**src/command_packet_framer_macros.svh**
```systemverilog
// Assertion macros shared by the command packet framer RTL.
`ifndef COMMAND_PACKET_FRAMER_MACROS_SVH
`define COMMAND_PACKET_FRAMER_MACROS_SVH

// Consequent must hold in the same cycle as the antecedent.
`define CPF_ASSERT_NOW(lbl, ante, cons, msg) \
  lbl: assert property (@(posedge clk) disable iff (!rst_n) (ante) |-> (cons)) \
    else $error(msg);

// Consequent must hold in the cycle after the antecedent.
`define CPF_ASSERT_NEXT(lbl, ante, cons, msg) \
  lbl: assert property (@(posedge clk) disable iff (!rst_n) (ante) |=> (cons)) \
    else $error(msg);

`endif

```
**src/cpf_pkg.sv**
```systemverilog
// Package with the types, codes and sizes of the command packet framer.
`timescale 1ns / 1ps

package cpf_pkg;

  // Largest payload length that a length byte may announce.
  localparam int MAX_PAYLOAD = 16;
  localparam int LEN_W = $clog2(MAX_PAYLOAD + 1);
  localparam logic [7:0] MAX_PAYLOAD_B = 8'(MAX_PAYLOAD);

  // Configuration register indexes.
  localparam int CFG_IDX_W = 8;
  localparam logic [CFG_IDX_W-1:0] CFG_SIZE_CLASS_MASK  = 8'd0;
  localparam logic [CFG_IDX_W-1:0] CFG_SINGLE_BYTE_CODE = 8'd1;
  localparam logic [CFG_IDX_W-1:0] CFG_TWO_BYTE_CODE    = 8'd2;
  localparam logic [CFG_IDX_W-1:0] CFG_MULTI_BYTE_CODE  = 8'd3;

  // Configuration reset values.
  localparam logic [7:0] RST_SIZE_CLASS_MASK  = 8'd192;
  localparam logic [7:0] RST_SINGLE_BYTE_CODE = 8'd0;
  localparam logic [7:0] RST_TWO_BYTE_CODE    = 8'd64;
  localparam logic [7:0] RST_MULTI_BYTE_CODE  = 8'd128;

  // Framer phases.
  localparam logic [1:0] PH_IDLE    = 2'd0;
  localparam logic [1:0] PH_LENGTH  = 2'd1;
  localparam logic [1:0] PH_PAYLOAD = 2'd2;

  // Result event kinds.
  localparam logic [1:0] KIND_DONE     = 2'd0;
  localparam logic [1:0] KIND_PAYLOAD  = 2'd1;
  localparam logic [1:0] KIND_UNKNOWN  = 2'd2;
  localparam logic [1:0] KIND_TOO_LONG = 2'd3;

  // One received input item.
  typedef struct packed {
    logic [7:0] rx_byte;
    logic       line_error;
  } in_item_t;

  // One result item.
  typedef struct packed {
    logic [1:0] event_kind;
    logic [7:0] command_code;
    logic [7:0] payload_index;
    logic [7:0] payload_value;
    logic       packet_end;
  } res_item_t;

  // Current configuration register values.
  typedef struct packed {
    logic [7:0] size_class_mask;
    logic [7:0] single_byte_code;
    logic [7:0] two_byte_code;
    logic [7:0] multi_byte_code;
  } cfg_t;

  // Framer running state, exported for checking.
  typedef struct packed {
    logic [1:0]       phase;
    logic [LEN_W-1:0] expected_length;
    logic [LEN_W-1:0] received_count;
  } status_t;

endpackage

```
**src/cpf_in_if.sv**
```systemverilog
// Interface of the received byte channel.
`timescale 1ns / 1ps

interface cpf_in_if;
  logic       valid;
  logic       ready;
  logic [7:0] rx_byte;
  logic       line_error;

  modport source (output valid, output rx_byte, output line_error, input ready);
  modport sink (input valid, input rx_byte, input line_error, output ready);
endinterface

```
**src/cpf_out_if.sv**
```systemverilog
// Interface of the framer event channel.
`timescale 1ns / 1ps

interface cpf_out_if;
  logic       valid;
  logic       ready;
  logic [1:0] event_kind;
  logic [7:0] command_code;
  logic [7:0] payload_index;
  logic [7:0] payload_value;
  logic       packet_end;

  modport source (
    output valid, output event_kind, output command_code, output payload_index,
    output payload_value, output packet_end, input ready
  );
  modport sink (
    input valid, input event_kind, input command_code, input payload_index,
    input payload_value, input packet_end, output ready
  );
endinterface

```
**src/cpf_cfg_if.sv**
```systemverilog
// Interface of the configuration write channel.
`timescale 1ns / 1ps

interface cpf_cfg_if;
  logic                          valid;
  logic                          ready;
  logic [cpf_pkg::CFG_IDX_W-1:0] index;
  logic [7:0]                    data;

  modport source (output valid, output index, output data, input ready);
  modport sink (input valid, input index, input data, output ready);
endinterface

```
**src/command_packet_framer.sv**
```systemverilog
// Top level of the command packet framer.
`timescale 1ns / 1ps
`include "command_packet_framer_macros.svh"

// Frames command packets from received serial bytes and reports one event per
// completed command, payload byte or rejected packet. Bytes flagged with a line
// error and zero bytes between packets produce no event. The block takes one
// byte every clock cycle unless the input is held back. A byte passes an input
// register and then the framing logic into a result register, from which its
// event is presented. The input is held back only while both the input register
// and the result register are full and the event channel is not ready.
// Configuration registers are written through the cfg channel, which is always
// ready; writes to indexes past the last register are dropped.
module command_packet_framer (
  input  logic             clk,
  input  logic             rst_n,
  cpf_in_if.sink           in_ch,
  cpf_out_if.source        out_ch,
  cpf_cfg_if.sink          cfg_ch
);

  cpf_pkg::cfg_t      cfg;
  cpf_pkg::in_item_t  in_item;
  cpf_pkg::in_item_t  s1_item;
  logic               s1_valid;
  logic               s1_take;
  cpf_pkg::res_item_t res;
  cpf_pkg::status_t   status;

  assign in_item.rx_byte    = in_ch.rx_byte;
  assign in_item.line_error = in_ch.line_error;

  // Configuration registers.
  cpf_cfg_regs u_cfg (
    .clk      (clk),
    .rst_n    (rst_n),
    .wr_valid (cfg_ch.valid),
    .wr_ready (cfg_ch.ready),
    .wr_index (cfg_ch.index),
    .wr_data  (cfg_ch.data),
    .cfg      (cfg)
  );

  // Input register.
  cpf_in_stage u_in (
    .clk        (clk),
    .rst_n      (rst_n),
    .in_valid   (in_ch.valid),
    .in_ready   (in_ch.ready),
    .in_item    (in_item),
    .take       (s1_take),
    .item_valid (s1_valid),
    .item       (s1_item)
  );

  // Framing logic and result register.
  cpf_frame_core u_core (
    .clk        (clk),
    .rst_n      (rst_n),
    .cfg        (cfg),
    .item_valid (s1_valid),
    .item       (s1_item),
    .take       (s1_take),
    .res_valid  (out_ch.valid),
    .res_ready  (out_ch.ready),
    .res        (res),
    .status     (status)
  );

  assign out_ch.event_kind    = res.event_kind;
  assign out_ch.command_code  = res.command_code;
  assign out_ch.payload_index = res.payload_index;
  assign out_ch.payload_value = res.payload_value;
  assign out_ch.packet_end    = res.packet_end;

  // While payload is expected, the count stays below a legal nonzero length.
  `CPF_ASSERT_NOW(a_payload_count, status.phase == cpf_pkg::PH_PAYLOAD, (status.expected_length != '0) && (status.received_count < status.expected_length) && (status.expected_length <= cpf_pkg::LEN_W'(cpf_pkg::MAX_PAYLOAD)), "payload count out of range")

  // Input back-pressure only happens with a byte waiting in the input register.
  `CPF_ASSERT_NOW(a_ready_backpressure, !in_ch.ready, s1_valid && out_ch.valid && !out_ch.ready, "input stalled without a full pipeline")

  // A new event only appears after a byte left the input register.
  `CPF_ASSERT_NOW(a_event_source, $rose(out_ch.valid), $past(s1_take), "event without a framed byte")

  // An accepted byte always lands in the input register.
  `CPF_ASSERT_NEXT(a_in_loaded, in_ch.valid && in_ch.ready, s1_valid, "accepted byte lost")

endmodule

```
**src/cpf_cfg_regs.sv**
```systemverilog
// Configuration register file of the command packet framer.
`timescale 1ns / 1ps

module cpf_cfg_regs (
  input  logic                          clk,
  input  logic                          rst_n,
  input  logic                          wr_valid,
  output logic                          wr_ready,
  input  logic [cpf_pkg::CFG_IDX_W-1:0] wr_index,
  input  logic [7:0]                    wr_data,
  output cpf_pkg::cfg_t                 cfg
);

  cpf_pkg::cfg_t cfg_r;

  // Writes are always taken; an index beyond the list is dropped.
  assign wr_ready = 1'b1;
  assign cfg      = cfg_r;

  always_ff @(posedge clk) begin
    if (!rst_n) begin
      cfg_r.size_class_mask  <= cpf_pkg::RST_SIZE_CLASS_MASK;
      cfg_r.single_byte_code <= cpf_pkg::RST_SINGLE_BYTE_CODE;
      cfg_r.two_byte_code    <= cpf_pkg::RST_TWO_BYTE_CODE;
      cfg_r.multi_byte_code  <= cpf_pkg::RST_MULTI_BYTE_CODE;
    end else if (wr_valid && wr_ready) begin
      unique case (wr_index)
        cpf_pkg::CFG_SIZE_CLASS_MASK:  cfg_r.size_class_mask  <= wr_data;
        cpf_pkg::CFG_SINGLE_BYTE_CODE: cfg_r.single_byte_code <= wr_data;
        cpf_pkg::CFG_TWO_BYTE_CODE:    cfg_r.two_byte_code    <= wr_data;
        cpf_pkg::CFG_MULTI_BYTE_CODE:  cfg_r.multi_byte_code  <= wr_data;
        default: ;
      endcase
    end
  end

endmodule

```
**src/cpf_in_stage.sv**
```systemverilog
// Input register stage that holds one received item for the framer.
`timescale 1ns / 1ps

module cpf_in_stage (
  input  logic              clk,
  input  logic              rst_n,
  input  logic              in_valid,
  output logic              in_ready,
  input  cpf_pkg::in_item_t in_item,
  input  logic              take,
  output logic              item_valid,
  output cpf_pkg::in_item_t item
);

  logic              valid_r;
  logic              valid_nxt;
  cpf_pkg::in_item_t item_r;

  // The stage can load when empty or when its item leaves this cycle.
  assign in_ready   = !valid_r || take;
  assign item_valid = valid_r;
  assign item       = item_r;

  always_comb begin
    valid_nxt = valid_r;
    if (in_valid && in_ready) begin
      valid_nxt = 1'b1;
    end else if (take) begin
      valid_nxt = 1'b0;
    end
  end

  always_ff @(posedge clk) begin
    if (!rst_n) begin
      valid_r <= 1'b0;
    end else begin
      valid_r <= valid_nxt;
    end
  end

  // Payload register needs no reset.
  always_ff @(posedge clk) begin
    if (in_valid && in_ready) begin
      item_r <= in_item;
    end
  end

endmodule

```
**src/cpf_frame_core.sv**
```systemverilog
// Framing state machine and result register of the command packet framer.
`timescale 1ns / 1ps

module cpf_frame_core (
  input  logic               clk,
  input  logic               rst_n,
  input  cpf_pkg::cfg_t      cfg,
  input  logic               item_valid,
  input  cpf_pkg::in_item_t  item,
  output logic               take,
  output logic               res_valid,
  input  logic               res_ready,
  output cpf_pkg::res_item_t res,
  output cpf_pkg::status_t   status
);

  logic [1:0]                phase_r;
  logic [1:0]                phase_nxt;
  logic [7:0]                held_r;
  logic [7:0]                held_nxt;
  logic [cpf_pkg::LEN_W-1:0] exp_r;
  logic [cpf_pkg::LEN_W-1:0] exp_nxt;
  logic [cpf_pkg::LEN_W-1:0] cnt_r;
  logic [cpf_pkg::LEN_W-1:0] cnt_nxt;
  logic [cpf_pkg::LEN_W:0]   cnt_inc;
  logic [7:0]                cls;
  logic                      emit;
  cpf_pkg::res_item_t        ev;
  logic                      out_valid_r;
  logic                      out_valid_nxt;
  cpf_pkg::res_item_t        out_r;

  // An item moves on whenever the result register is free or being emptied.
  assign take = item_valid && (!out_valid_r || res_ready);

  assign cls     = item.rx_byte & cfg.size_class_mask;
  assign cnt_inc = {1'b0, cnt_r} + 1'b1;

  // Next framing state and the event, if any, for the held item.
  always_comb begin
    phase_nxt        = phase_r;
    held_nxt         = held_r;
    exp_nxt          = exp_r;
    cnt_nxt          = cnt_r;
    emit             = 1'b0;
    ev.event_kind    = cpf_pkg::KIND_DONE;
    ev.command_code  = held_r;
    ev.payload_index = 8'd0;
    ev.payload_value = 8'd0;
    ev.packet_end    = 1'b1;
    if (!item.line_error) begin
      unique case (phase_r)
        cpf_pkg::PH_LENGTH: begin
          priority if (item.rx_byte == 8'd0) begin
            // An empty payload ends the packet at the length byte.
            phase_nxt = cpf_pkg::PH_IDLE;
            emit      = 1'b1;
          end else if (item.rx_byte > cpf_pkg::MAX_PAYLOAD_B) begin
            phase_nxt     = cpf_pkg::PH_IDLE;
            emit          = 1'b1;
            ev.event_kind = cpf_pkg::KIND_TOO_LONG;
          end else begin
            exp_nxt   = item.rx_byte[cpf_pkg::LEN_W-1:0];
            cnt_nxt   = '0;
            phase_nxt = cpf_pkg::PH_PAYLOAD;
          end
        end
        cpf_pkg::PH_PAYLOAD: begin
          cnt_nxt          = cnt_inc[cpf_pkg::LEN_W-1:0];
          emit             = 1'b1;
          ev.event_kind    = cpf_pkg::KIND_PAYLOAD;
          ev.payload_index = 8'(cnt_r);
          ev.payload_value = item.rx_byte;
          ev.packet_end    = (cnt_inc >= {1'b0, exp_r});
          if (ev.packet_end) begin
            phase_nxt = cpf_pkg::PH_IDLE;
          end
        end
        default: begin
          // Idle, and the unused phase code behaves the same.
          phase_nxt = cpf_pkg::PH_IDLE;
          if (item.rx_byte != 8'd0) begin
            held_nxt        = item.rx_byte;
            ev.command_code = item.rx_byte;
            priority if (cls == cfg.single_byte_code) begin
              emit = 1'b1;
            end else if (cls == cfg.two_byte_code) begin
              exp_nxt   = cpf_pkg::LEN_W'(1);
              cnt_nxt   = '0;
              phase_nxt = cpf_pkg::PH_PAYLOAD;
            end else if (cls == cfg.multi_byte_code) begin
              cnt_nxt   = '0;
              phase_nxt = cpf_pkg::PH_LENGTH;
            end else begin
              emit          = 1'b1;
              ev.event_kind = cpf_pkg::KIND_UNKNOWN;
            end
          end
        end
      endcase
    end
  end

  // Result register occupancy.
  always_comb begin
    out_valid_nxt = out_valid_r;
    if (take) begin
      out_valid_nxt = emit;
    end else if (res_ready) begin
      out_valid_nxt = 1'b0;
    end
  end

  always_ff @(posedge clk) begin
    if (!rst_n) begin
      phase_r     <= cpf_pkg::PH_IDLE;
      held_r      <= 8'd0;
      exp_r       <= '0;
      cnt_r       <= '0;
      out_valid_r <= 1'b0;
    end else begin
      out_valid_r <= out_valid_nxt;
      if (take) begin
        phase_r <= phase_nxt;
        held_r  <= held_nxt;
        exp_r   <= exp_nxt;
        cnt_r   <= cnt_nxt;
      end
    end
  end

  // Result payload register needs no reset.
  always_ff @(posedge clk) begin
    if (take && emit) begin
      out_r <= ev;
    end
  end

  assign res_valid              = out_valid_r;
  assign res                    = out_r;
  assign status.phase           = phase_r;
  assign status.expected_length = exp_r;
  assign status.received_count  = cnt_r;

endmodule

```
**src/flat_wrapper.sv**
```systemverilog
// flat-port wrapper written by rule: the top's interface ports become plain ports
module command_packet_framer_flat 
  (clk, rst_n, in_ch_valid, in_ch_rx_byte, in_ch_line_error, in_ch_ready, out_ch_valid, out_ch_event_kind, out_ch_command_code, out_ch_payload_index, out_ch_payload_value, out_ch_packet_end, out_ch_ready, cfg_ch_valid, cfg_ch_index, cfg_ch_data, cfg_ch_ready);
  cpf_in_if in_ch_i ();
  cpf_out_if out_ch_i ();
  cpf_cfg_if cfg_ch_i ();
  input  logic clk;
  input  logic rst_n;
  input wire logic [$bits(in_ch_i.valid)-1:0] in_ch_valid;
  input wire logic [$bits(in_ch_i.rx_byte)-1:0] in_ch_rx_byte;
  input wire logic [$bits(in_ch_i.line_error)-1:0] in_ch_line_error;
  output wire logic [$bits(in_ch_i.ready)-1:0] in_ch_ready;
  output wire logic [$bits(out_ch_i.valid)-1:0] out_ch_valid;
  output wire logic [$bits(out_ch_i.event_kind)-1:0] out_ch_event_kind;
  output wire logic [$bits(out_ch_i.command_code)-1:0] out_ch_command_code;
  output wire logic [$bits(out_ch_i.payload_index)-1:0] out_ch_payload_index;
  output wire logic [$bits(out_ch_i.payload_value)-1:0] out_ch_payload_value;
  output wire logic [$bits(out_ch_i.packet_end)-1:0] out_ch_packet_end;
  input wire logic [$bits(out_ch_i.ready)-1:0] out_ch_ready;
  input wire logic [$bits(cfg_ch_i.valid)-1:0] cfg_ch_valid;
  input wire logic [$bits(cfg_ch_i.index)-1:0] cfg_ch_index;
  input wire logic [$bits(cfg_ch_i.data)-1:0] cfg_ch_data;
  output wire logic [$bits(cfg_ch_i.ready)-1:0] cfg_ch_ready;
  assign in_ch_i.valid = in_ch_valid;
  assign in_ch_i.rx_byte = in_ch_rx_byte;
  assign in_ch_i.line_error = in_ch_line_error;
  assign in_ch_ready = in_ch_i.ready;
  assign out_ch_valid = out_ch_i.valid;
  assign out_ch_event_kind = out_ch_i.event_kind;
  assign out_ch_command_code = out_ch_i.command_code;
  assign out_ch_payload_index = out_ch_i.payload_index;
  assign out_ch_payload_value = out_ch_i.payload_value;
  assign out_ch_packet_end = out_ch_i.packet_end;
  assign out_ch_i.ready = out_ch_ready;
  assign cfg_ch_i.valid = cfg_ch_valid;
  assign cfg_ch_i.index = cfg_ch_index;
  assign cfg_ch_i.data = cfg_ch_data;
  assign cfg_ch_ready = cfg_ch_i.ready;
  command_packet_framer u_core (.clk(clk), .rst_n(rst_n), .in_ch(in_ch_i), .out_ch(out_ch_i), .cfg_ch(cfg_ch_i));
endmodule
```
**config.mk**
```make
export PLATFORM = sky130hd
export DESIGN_NAME = command_packet_framer_flat
export DESIGN_NICKNAME = d
export VERILOG_FILES = /design/src/cpf_pkg.sv /design/src/cpf_in_if.sv /design/src/cpf_out_if.sv /design/src/cpf_cfg_if.sv /design/src/command_packet_framer.sv /design/src/cpf_cfg_regs.sv /design/src/cpf_in_stage.sv /design/src/cpf_frame_core.sv /design/src/flat_wrapper.sv
export VERILOG_INCLUDE_DIRS = /design/src /design/src/src
export SDC_FILE = /design/constraint.sdc
export NUM_CORES = 1
export LEC_CHECK = 0
export CORE_MARGIN = 2
export CORE_UTILIZATION = 65
export DETAILED_ROUTE_END_ITERATION = 10
export DONT_BUFFER_PORTS = 1
export PLACE_DENSITY_LB_ADDON = 0.1
export SYNTH_ARGS = -nofsm -noshare
export SYNTH_HDL_FRONTEND = slang
export SYNTH_SLANG_ARGS = --single-unit
```
**constraint.sdc**
```tcl
create_clock -name clk -period 7.7 [get_ports clk]
set_clock_uncertainty 0.05 [all_clocks]
set_input_delay 1.155 -clock clk [delete_from_list [all_inputs] [get_ports clk]]
set_output_delay 1.155 -clock clk [all_outputs]
set_load 0.01 [all_outputs]
```
# After elaboration in Yosys (flattened, before gate mapping)
# Cells that the tools add are included.
[word_totals]
reg_bits = 90
in_bits = 30
output_inout_bits = 30
wordCells = 107
[op_classes]
n_addsub = 1
order_cmp = 2
n_eq_ne = 13
n_mux = 43
bitwise_logic = 4
n_reduce_logical = 26
[ops]
columns = ["cell", "count"]
rows = [
  ["two-way mux 5 bit", 11],
  ["two-way mux 25 bit", 1],
  ["== test 8 bit", 3],
  ["two-way mux 2 bit", 11],
  ["case mux 5 bit (2 select lines)", 2],
  ["== test 8 x 2 -> 1 bit (second input constant)", 2],
  ["logical NOT 8 bit", 2],
  ["two-way mux 14 bit", 1],
  ["two-way mux 1 bit", 12],
  ["two-way mux 10 bit", 1],
  ["bitwise AND 8 bit", 1],
  ["== test 8 x 1 -> 1 bit (second input constant)", 1],
  ["greater-than comparator 8 x 5 -> 1 bit (second input constant)", 1],
  ["two-way mux 8 bit", 1],
  ["case mux 2 bit (2 select lines)", 2],
  ["AND reduction 2 bit", 4],
  ["AND reduction 8 bit", 1],
  ["nonzero test 2 bit", 4],
  ["nonzero test 8 bit", 1],
  ["AND reduction 7 bit", 1],
  ["adder 5 x 1 -> 6 bit (second input constant)", 1],
  ["greater-or-equal comparator 6 x 5 -> 1 bit", 1],
  ["inequality test 2 bit (second input constant)", 3],
  ["AND reduction 4 bit", 1],
  ["other kinds (13)", 20],
]

# Depth between registers and ports, before layout
[depth]
ltp_word = 9
mapped_depth = 10
ltp_nobuf = 10

# Cells and area by module
# Synthesis repeated with hierarchy kept, for this count alone.
[hier_totals]
cells_unflattened = 405
area_unflattened_um2 = 4181.5
[modules_own_cells]
columns = ["mod", "instances", "cells_each", "area_per_inst_um2", "seq_area_each_um2"]
rows = [
  ["cpf_frame_core", 1, 269, 2586.2, 1141.1],
  ["cpf_cfg_regs", 1, 122, 1267.5, 640.6],
  ["cpf_in_stage", 1, 14, 327.8, 290.3],
]

# Least setup slack after synthesis
# Ideal clock, no wire load.
[synth_path]
kind = "input to register"
start = "input port out_ch_ready"
end = "register u_core.u_core.out_r (netlist bit u_core.u_core.res[0]) (enable)"
setup_ps = 410
t_arrival_ps = 3002
required_ps = 7240
setup_slack_ps = 4238
cell_stages = 6
path_buffers = 1
cell_sequence = "nor2b_1 -> nor3_1 -> and3_1 -> buf_2 -> inv_2 -> o21ai_1"
[synth_via]
elab_chain_len = 3
[synth_lines]
columns = ["item", "line", "rtl"]
rows = [
  ["from (decl)", "flat_wrapper.sv:19", "input wire logic [$bits(out_ch_i.ready)-1:0] out_ch_ready;"],
  ["logical OR 1 bit", "cpf_frame_core.sv:34", "assign take = item_valid && (!out_valid_r || res_ready);"],
  ["logical AND 1 bit", "cpf_frame_core.sv:34", ""],
  ["logical AND 1 bit", "cpf_frame_core.sv:134", "if (take && emit) begin"],
  ["to (signal assigned)", "cpf_frame_core.sv:135", "out_r <= ev;"],
  ["to (decl)", "cpf_frame_core.sv:31", "cpf_pkg::res_item_t out_r;"],
]
# Every way passes these cells.
# A chain may end at the register's enable or synchronous reset.

# Worst setup path after layout
[layout_path]
start = "input port out_ch_ready"
end = "register u_core.u_core.out_r (netlist bit u_core.u_core.res[18]) (enable)"
# Same word-level chain as after synthesis.

==> results.md <==
- Status: complete, no violations
- Mapped Area: 4076 um^2
- Crit Path Max Fanout: 25
- Hold Crit Start: u_core.u_core.exp_r[0]
- Layout cells sized above 1: 7.792%
- Sequential share of power: 60.4%
- Post-CTS Setup Inserts: 0
- RePlAce Congestion: 0.8142
- Max frequency: 316.8 MHz
- Combinational group share of total power: 4.7%
- Die ar.: 6921 um^2
- FF+latch area: 2072 um^2
- Multi-input logic area: 1839 um^2
- Ant. Diodes: 0
- Die Wd: 83.19 um
- Synth async-reset ratio: 0%
- Final period util: 40.99%
- CTS tree: built
- Cells after DPL: 445
- Worst slack, placed: 4.182 ns
- Worst setup margin: 4.544 ns
- Post-synth top flop: dfxtp_1
- CTS buffer count: 9
- # IOs: 60
- Most frequent cells in the layout: 54 x dfxtp_1, 45 x nor2_1, 40 x mux2i_1, 33 x edfxtp_1, 31 x a21oi_1
- Leakage: 0.001715 uW
- Global route total overflow: 0
- Setup-failing EPs final: 0
- Syn Inst Count: 391
- H-tree depth: 3
- Layout Nets: 419
- DRT Pass-1 Iters: 4
- Hold Violations, Final: 0
- Cts repair resizes: 0
- Initial cell density of the core: 68.05%
- Worst-Margin Slew: 1.267 ns
- CTS Hold Bufs: 0
- Top cells by area, synth: dfxtp_1 27%, edfxtp_1 24%, mux2i_1 9.8%
- Worst Setup SP: out_ch_ready
- TritonCTS Sinks: 87
- Area leader, netlist: dfxtp_1
- Critical path class: in -> reg
- Slew headroom: 15.52%
- Post-Route Utilization: 70.78%
- RSZ-0062 raised after global routing: no
- Synthesis-stage register bit count: 87
- Routed length per instance: 17.83 um
- Required @ worst endpoint: 7.62 ns
- Worst setup EP type: register
- Global-route wire length before repair: 12950 um
- Post-synthesis sequential area ratio: 50.83%
- EDFF count, synth: 33
- Row count: 28
- Final std cells w/o fill: 460
- Layout filler cell count: 430
- Pins Over Slew Limit: 0
- Clk slew on worst S/H paths: 0.07 ns
- Vias in the first global route: 2560
- WL final: 8200 um
- Routed via count: 2847
- Worst flop-to-flop path startpoint: u_core.u_in.item[2]
- HP Class: reg -> reg
- Int Pwr: 635.6 uW
- Commonest non-fill, non-tap cell in the layout: dfxtp_1
- Initial DRC count: 246
- Startpoint types: input pin
- Largest net degree at the start of global routing: 40
- Top cell type's share of synthesized area: 26.52%
- DRC Markers: 0
- Skew-Pair Late Insertion Delay: 0.36 ns
- Gr usage total: 23.90%
- Sw Ratio: 23.17%
- Critical Path AT: 3.07 ns
- Core area: 5991 um^2
- Synth-to-Final Area Change: 4.021%
- Pwr dens: 195.1 nW/um^2
- Avg Inst Size Synth: 10.43 um^2
- Ys Warns: 0
- Sum of negative setup slack: 0 ns
- Die Y: 83.19 um
- Yosys cell types: 49
- I/O Buffers: 0
- Routed Antenna Nets: 0
- Maximum VDD drop: 0.1487 mV
- Initial antenna violation count: 0
- Root buf cell: clkbuf_8
- Vias per std cell: 6.189
- Longest Clk Path Bufs: 2
- Maxcap violations: 0
- DP HPWL: 5710 um
- Net Switching: 191.7 uW
- Fin crit period: 3.156 ns
- Clk pwr share: 34.9%
power groups by stage:
stage	clock, uW	sequential [uW]	combinational [uW]
after floorplan	0	501	39.8
after global placement	0	509	37.2
after detailed placement	0	510	38.7
after CTS	294	499	38.8
after global routing	314	501	42.9
final	289	499	38.9
through the flow:
step           power (uW)  hold slack (ns)  cell area, um^2
2_1_floorplan       540.7           0.3769             4084
3_3_place_gp        546.6           0.3868             4065
3_5_place_dp        548.6           0.3955             4065
4_1_cts             831.6           0.4067             4240
5_1_grt             857.6           0.4294             4240
6_report            827.4           0.4073             4240
area by class of cell:
| type | instances | area share [%] |
|---|---|---|
| multi-input cells | 269 | 43.38 |
| clock buffers | 12 | 3.688 |
| inverters | 12 | 1.062 |
| flip-flops and latches | 87 | 48.86 |
| repair buffers | 2 | 0.3541 |
| clock inverters | 3 | 0.4426 |
| well taps | 75 | 2.213 |
worst max-delay path, cell delays in order:
cell	delay (ns)
nor2b_1	0.08
nor3_1	0.24
and3_1	0.53
inv_2	0.07
o21ai_2	0.98
path summary, 6_finish.rpt:
path | cells past startpoint | to | slack (ns)
setup reg to reg | 5 | u_core.u_core.res[18] | 4.58
hold / removal | 2 | u_core.u_core.exp_r[0] | 0.41
setup / recovery | 5 | u_core.u_core.res[18] | 4.54
hold reg to reg | 2 | u_core.u_core.exp_r[0] | 0.41
cell families (layout without fill, tap and decap cells):
logic type,Yosys count,count (layout),synth area share (%)
mux,42,42,10.47
flops,87,87,50.83
xor+xnor,3,3,0.6447
compound gates,82,82,13.32
simple gates,130,130,17.77
fa+ha+maj,8,8,2.456
buf+inv,37,29,4.328
other cells,2,4,0.1842
cell usage after synthesis (3+ instances only):
library cell  number
o21ai_0            4
edfxtp_1          33
o21ai_1            5
inv_1             11
nor2b_1            5
nor2_1            45
a22o_1            11
a21oi_1           31
nand3b_1           3
a21o_1             4
and2_1            15
nor4_2             3
buf_2              6
o22ai_1           12
dfxtp_1           54
nand4_1            3
nor3_1             3
clkbuf_1          11
buf_4              8
a32o_1             4
and3_1            25
nand2_1           10
ha_1               8
nor4_1             3
mux2i_1           40
sequential cells by signal, summed over array words and instances (netlist names), 2 cells and up:
| signal | flops |
|---|---|
| u_core.u_in.item | 9 |
| u_core.u_core.cnt_r | 5 |
| u_core.u_cfg.cfg | 32 |
| u_core.u_core.phase_r | 2 |
| u_core.u_core.held_r | 8 |
| u_core.u_core.res | 24 |
| u_core.u_core.exp_r | 5 |
layer usage:
metal | GRT usage, % | share of wire (%)
met3 | 5.070 | 5.8
met2 | 35.85 | 45
met1 | 33.53 | 47
met5 | 0 | 0
met4 | 10.43 | 2.0
Power figures use the tool's default switching activity.
